File: config.mk
export PLATFORM = sky130hd
export DESIGN_NAME = vt4_row_pipe
export DESIGN_NICKNAME = d
export VERILOG_FILES = /design/src/hw/rtl/vertex_transform_4x4_macros.svh /design/src/hw/rtl/vt4_pkg.sv /design/src/hw/rtl/vt4_row_pipe.sv
export SDC_FILE = /design/constraint.sdc
export NUM_CORES = 2
export LEC_CHECK = 0
export ABC_AREA = 0
export BUFFER_PORTS_ARGS = -buffer_cell sky130_fd_sc_hd__buf_2
export CORE_UTILIZATION = 63
export CTS_BUF_LIST = sky130_fd_sc_hd__clkbuf_4 sky130_fd_sc_hd__clkbuf_8 sky130_fd_sc_hd__clkbuf_16
export DETAILED_ROUTE_END_ITERATION = 10
export GPL_TIMING_DRIVEN = 1
export HOLD_SLACK_MARGIN = 0.03
export MAX_ROUTING_LAYER = met4
export PLACE_DENSITY = 0.83
export SYNTH_ARGS = -nofsm -noshare
export SYNTH_HDL_FRONTEND = slang
export SYNTH_SLANG_ARGS = --single-unit
export TNS_END_PERCENT = 10
File: constraint.sdc
create_clock -name clock -period 7.7 [get_ports clock]
set_input_delay 1.54 -clock clock [delete_from_list [all_inputs] [get_ports clock]]
set_output_delay 1.54 -clock clock [all_outputs]
set_load 0.05 [all_outputs]
File: src/hw/rtl/vertex_transform_4x4_macros.svh
// Assertion macros shared by the vertex transform RTL.
`ifndef VERTEX_TRANSFORM_4X4_MACROS_SVH
`define VERTEX_TRANSFORM_4X4_MACROS_SVH

`ifndef ASSERT_OFF

// Check that a condition holds at every clock edge outside reset.
`define VT4_ASSERT_ALWAYS(label, clk, rst, prop) \
   label: assert property (@(posedge clk) disable iff (rst) (prop)) \
      else $error("vertex_transform_4x4: invariant violated");

// Check that a consequent holds in the same cycle as its antecedent.
`define VT4_ASSERT_IMPL(label, clk, rst, ante, cons) \
   label: assert property (@(posedge clk) disable iff (rst) (ante) |-> (cons)) \
      else $error("vertex_transform_4x4: implication violated");

// Check that a consequent holds in the cycle after its antecedent.
`define VT4_ASSERT_NEXT(label, clk, rst, ante, cons) \
   label: assert property (@(posedge clk) disable iff (rst) (ante) |=> (cons)) \
      else $error("vertex_transform_4x4: sequence violated");

`else

`define VT4_ASSERT_ALWAYS(label, clk, rst, prop)
`define VT4_ASSERT_IMPL(label, clk, rst, ante, cons)
`define VT4_ASSERT_NEXT(label, clk, rst, ante, cons)

`endif

`endif

File: src/hw/rtl/vt4_pkg.sv
// Types and constants of the vertex transform block.
package vt4_pkg;

   localparam int COMP_WIDTH      = 16;
   localparam int COEFF_WIDTH     = 16;
   localparam int ROW_WIDTH       = 64;
   localparam int COLUMNS         = 4;
   localparam int ROWS            = 4;
   localparam int PROD_WIDTH      = 32;
   localparam int PAIR_WIDTH      = 33;
   localparam int SUM_WIDTH       = 35;
   localparam int OUT_WIDTH       = 24;
   localparam int CSR_INDEX_WIDTH = 8;
   localparam int PIPE_STAGES     = 4;

   typedef logic signed [COMP_WIDTH-1:0]   comp_type;
   typedef logic [COLUMNS-1:0][COMP_WIDTH-1:0] vertex_type;
   typedef logic [ROW_WIDTH-1:0]           row_type;
   typedef logic signed [PROD_WIDTH-1:0]   prod_type;
   typedef logic signed [PAIR_WIDTH-1:0]   pair_type;
   typedef logic signed [SUM_WIDTH-1:0]    sum_type;
   typedef logic signed [OUT_WIDTH-1:0]    out_type;
   typedef logic [CSR_INDEX_WIDTH-1:0]     csr_index_type;

   // Register indexes of the configuration port.
   localparam csr_index_type CSR_ROW_0 = 8'd0;
   localparam csr_index_type CSR_ROW_1 = 8'd1;
   localparam csr_index_type CSR_ROW_2 = 8'd2;
   localparam csr_index_type CSR_ROW_3 = 8'd3;

   // Identity matrix, 1.0 in Q8.8 on the diagonal.
   localparam row_type ROW_0_RESET = 64'h0000_0000_0000_0100;
   localparam row_type ROW_1_RESET = 64'h0000_0000_0100_0000;
   localparam row_type ROW_2_RESET = 64'h0000_0100_0000_0000;
   localparam row_type ROW_3_RESET = 64'h0100_0000_0000_0000;

   // Saturation bounds, held at sum width for direct comparison.
   localparam sum_type OUT_MAX = 35'sd8388607;
   localparam sum_type OUT_MIN = -35'sd8388608;

   // Stage load strobes from the handshake logic to each row pipeline.
   typedef struct packed {
      logic [PIPE_STAGES-1:0] load;
   } pipe_ctrl_type;

endpackage

File: src/hw/rtl/vt4_row_pipe.sv
// One matrix row: four products, adder tree, rounding and saturation.
module vt4_row_pipe #(
   parameter int COEFF_FRAC_BITS = 8
) (
   input  logic                   clock,
   input  vt4_pkg::pipe_ctrl_type ctrl,
   input  vt4_pkg::row_type       coeff,
   input  vt4_pkg::vertex_type    vertex,
   output vt4_pkg::out_type       result,
   output logic                   clamped
);

   localparam vt4_pkg::sum_type RoundOne = 1;
   // Half an output LSB; zero when there are no fraction bits.
   localparam vt4_pkg::sum_type RoundHalf = (RoundOne << COEFF_FRAC_BITS) >>> 1;

   vt4_pkg::prod_type prod_in  [vt4_pkg::COLUMNS];
   vt4_pkg::prod_type prod_ff  [vt4_pkg::COLUMNS];
   vt4_pkg::pair_type pair_in  [2];
   vt4_pkg::pair_type pair_ff  [2];
   vt4_pkg::sum_type  sum_in;
   vt4_pkg::sum_type  sum_ff;
   vt4_pkg::sum_type  shifted;
   vt4_pkg::out_type  result_in;
   vt4_pkg::out_type  result_ff;
   logic              clamped_in;
   logic              clamped_ff;

   always_comb begin
      for (int c = 0; c < vt4_pkg::COLUMNS; c++) begin
         prod_in[c] = $signed(coeff[c*vt4_pkg::COEFF_WIDTH +: vt4_pkg::COEFF_WIDTH])
                    * $signed(vertex[c]);
      end
      pair_in[0] = vt4_pkg::PAIR_WIDTH'(prod_ff[0]) + vt4_pkg::PAIR_WIDTH'(prod_ff[1]);
      pair_in[1] = vt4_pkg::PAIR_WIDTH'(prod_ff[2]) + vt4_pkg::PAIR_WIDTH'(prod_ff[3]);
      sum_in     = vt4_pkg::SUM_WIDTH'(pair_ff[0]) + vt4_pkg::SUM_WIDTH'(pair_ff[1])
                 + RoundHalf;
      // Arithmetic shift floors, completing round-half-up.
      shifted    = sum_ff >>> COEFF_FRAC_BITS;
      if (shifted > vt4_pkg::OUT_MAX) begin
         result_in  = vt4_pkg::OUT_MAX[vt4_pkg::OUT_WIDTH-1:0];
         clamped_in = 1'b1;
      end else if (shifted < vt4_pkg::OUT_MIN) begin
         result_in  = vt4_pkg::OUT_MIN[vt4_pkg::OUT_WIDTH-1:0];
         clamped_in = 1'b1;
      end else begin
         result_in  = shifted[vt4_pkg::OUT_WIDTH-1:0];
         clamped_in = 1'b0;
      end
   end

   always_ff @(posedge clock) begin
      if (ctrl.load[0]) begin
         prod_ff <= prod_in;
      end
      if (ctrl.load[1]) begin
         pair_ff <= pair_in;
      end
      if (ctrl.load[2]) begin
         sum_ff <= sum_in;
      end
      if (ctrl.load[3]) begin
         result_ff  <= result_in;
         clamped_ff <= clamped_in;
      end
   end

   assign result  = result_ff;
   assign clamped = clamped_ff;

endmodule

==> metrics <==
Std-Cell Rows=slightly above 100; simple logic cell fraction of the synthesized area=between 10 and 15%; Pre-antenna DRT Iters=6; DR iter-0 viols=about 2,700; XOR/XNOR Fraction of Synth Area=around 3.7%; Final #Nets=6,874; Root Driver=clkbuf_16; Max Fclk=around 140 MHz; global-route wire length before repair=191 mm; syn_area_per_cell=between 9 and 10 sq um; DRT Wirelength=about 110 mm; vias in the first global route=around 39,000; Slew HR=~30%; final hold viol count=0; CTS Sinks=246; RSZ-0062 raised after global routing=false; fillers=5,952; DP HPWL=95.6 mm; status=complete, no violations; final setup violation count=0; CTS Buffer Depth=3; post-synth top area cell=fa_1; PortBufs=157; flops & latches, synth=around 250; most frequent cells in the layout=inv_1 (1,155), fa_1 (1,050), nand2_1 (539); synth-to-layout area growth=5.50%; post-synthesis sequential area ratio=14.5%; initial antenna violation count=0; GP Congestion=~0.95; worst hold start=sum_ff[34]$_DFFE_PP_; top-area cell type share of the netlist area=around two fifths; fraction of layout instances using a drive strength above 1=roughly 5.1%; Worst-Margin Slew=1.05 ns; asr flop ratio synth=0%; setup TNS=0 ns; mux contribution to synthesized area=0%; Wirelength per Cell=approximately 18 microns; adder-cell area share of the yosys netlist=between 50 and 60%; DR vias=~36,000; Compound-Gate Fraction of Synth Area=between 6 and 7%; Hold Crit Class=flip-flop to flip-flop; Final Max Slew Viols=0; Antenna Cells=0; Global Route Usage Sum=about 30%; reg-to-reg slack, setup=approximately 3.8 ns; Die Span Y=between 200 and 300 microns; Worst Path Class, Setup=primary input to flip-flop; Die X-Extent=about 290 microns; antenna viol nets, final=0; TritonCTS buffer count=24; Synth area leaders=fa_1 (41%), edfxtp_1 (14%), ha_1 (11%); Ports=158; hold path depth=0; Main synth FF type=edfxtp_1; largest net degree at the start of global routing=88; Post-synth EDFFs=246; largest family of logic cells by synthesized area=adder cells; CTS Hold Bufs=0; YS warnings=0; FF-to-FF End=sum_ff[28]$_DFFE_PP_; crit-path max FO=16; post-cts sizing count=0; H-Tree Depth=1; period utilization=between 90 and 100%; Die ar.=82,000 sq um; synth unique cells=60; Reg clk slew, reported paths=0.07 ns; syn nets=slightly below 7,000; FF-to-FF path depth=12; critical path capture point type=flip-flop; post-route minimum period=approximately 7.2 ns; CTS tree=yes; most common cell after layout, fill and taps aside=inv_1; clk_lat worst skew=0.53 ns; DRC errors left=0; Worst setup SP type=primary input; WHS Endpoint=result[23]$_SDFFCE_PN0P_; cell area after synthesis=~51,000 sq um; crit path DAT=between 7 and 8 ns; Max-cap violations=0; initial core utilization=between 60% and 70%; Core Region=slightly below 80,000 sq um; Reg-to-Reg Start=pair_ff[2]$_DFFE_PP_; Worst Skew=about 0.01 ns; Syn Inst Count=roughly 5,100; Post-CTS Setup Bufs=0; Congestion Overflow GR=0; required time of the critical path=~8.0 ns; post-DR vias/cell=between 5 and 6
-- worst max-delay path: stages --
cell,delay [ns]
buf_2,0.30
and2_1,0.23
fa_1,0.47
fa_1,0.56
ha_1,0.14
inv_1,0.04
fa_1,0.47
inv_1,0.06
fa_1,0.53
inv_1,0.06
fa_1,0.48
inv_1,0.05
ha_1,0.18
or3_1,0.41
o21bai_1,0.18
a31o_2,0.27
a31o_1,0.28
a21o_1,0.22
a211o_1,0.32
o31ai_4,0.27
o21ai_1,0.11
a21oi_1,0.26
xnor2_1,0.09
-- flip-flops by register name, indices dropped and copies added, names as in the netlist --
name	count
clamped	1
sum_ff	27
prod_ff	128
result	24
pair_ff	66
-- cell families (layout without fill, tap and decap cells) --
| kind of cell | count (synthesis) | count (layout) |
|---|---|---|
| compound gates | 539 | 539 |
| xor+xnor | 213 | 213 |
| fa+ha+maj | 1506 | 1506 |
| buf+inv | 1292 | 1409 |
| flops | 246 | 246 |
| simple gates | 1340 | 1340 |
-- Yosys cell counts (14+ instances only) --
cell	n
o21bai_1	25
inv_1	1155
o21ai_0	88
nor3_1	32
nor2b_1	14
edfxtp_1	246
a21oi_1	146
clkbuf_1	134
a21o_1	93
ha_1	456
and2_1	504
o21a_1	56
nor2_1	152
fa_1	1050
xnor2_1	164
a211oi_1	25
nand2b_1	31
nand2_1	539
nand3_1	22
xor2_1	49
-- final cells by class --
cell class	count	area (sq um)	area share, %
inverter	1155	4340	8.06
tap	1050	1310	2.44
clock buffer	28	648	1.21
multi-input combinational	3598	38700	72.0
sequential	246	7390	13.7
clock inverter	16	168	0.312
timing repair buffer	210	1190	2.21
-- per-layer routing --
metal  vias up  global-route usage [%]  routed length (microns)
li1      15925                       -                        -
met1     17963                    39.1                    44900
met2      1384                    50.9                    57500
met3       299                    2.91                     7930
met4         0                    9.29                     4120
met5         -                       -                        0
-- metrics by stage --
stage               hold slack (ns)  util, %  cells  setup slack, ns  cell area (sq um)
finish                        0.517     67.6   6303            0.465              53800
global route                  0.538     67.6   6303            0.210              53800
CTS                           0.513     67.6   6303            0.544              53800
detailed placement            0.505     66.6   6259          0.00517              53000
global placement              0.490     66.6   6259            0.102              53000
floorplan                     0.510        -   5136            0.449              51000
-- worst max path at each step --
stage	startpoint	endpoint
floorplan	vertex[33]	prod_ff[62]$_DFFE_PP_
global placement	vertex[33]	prod_ff[62]$_DFFE_PP_
detailed placement	coeff[6]	prod_ff[127]$_DFFE_PP_
CTS	coeff[6]	prod_ff[127]$_DFFE_PP_
global route	vertex[23]	prod_ff[94]$_DFFE_PP_
finish	coeff[6]	prod_ff[127]$_DFFE_PP_
Power is not shown: default switching activity piles up to over one toggle a cycle in this logic, so the estimate is an artifact.
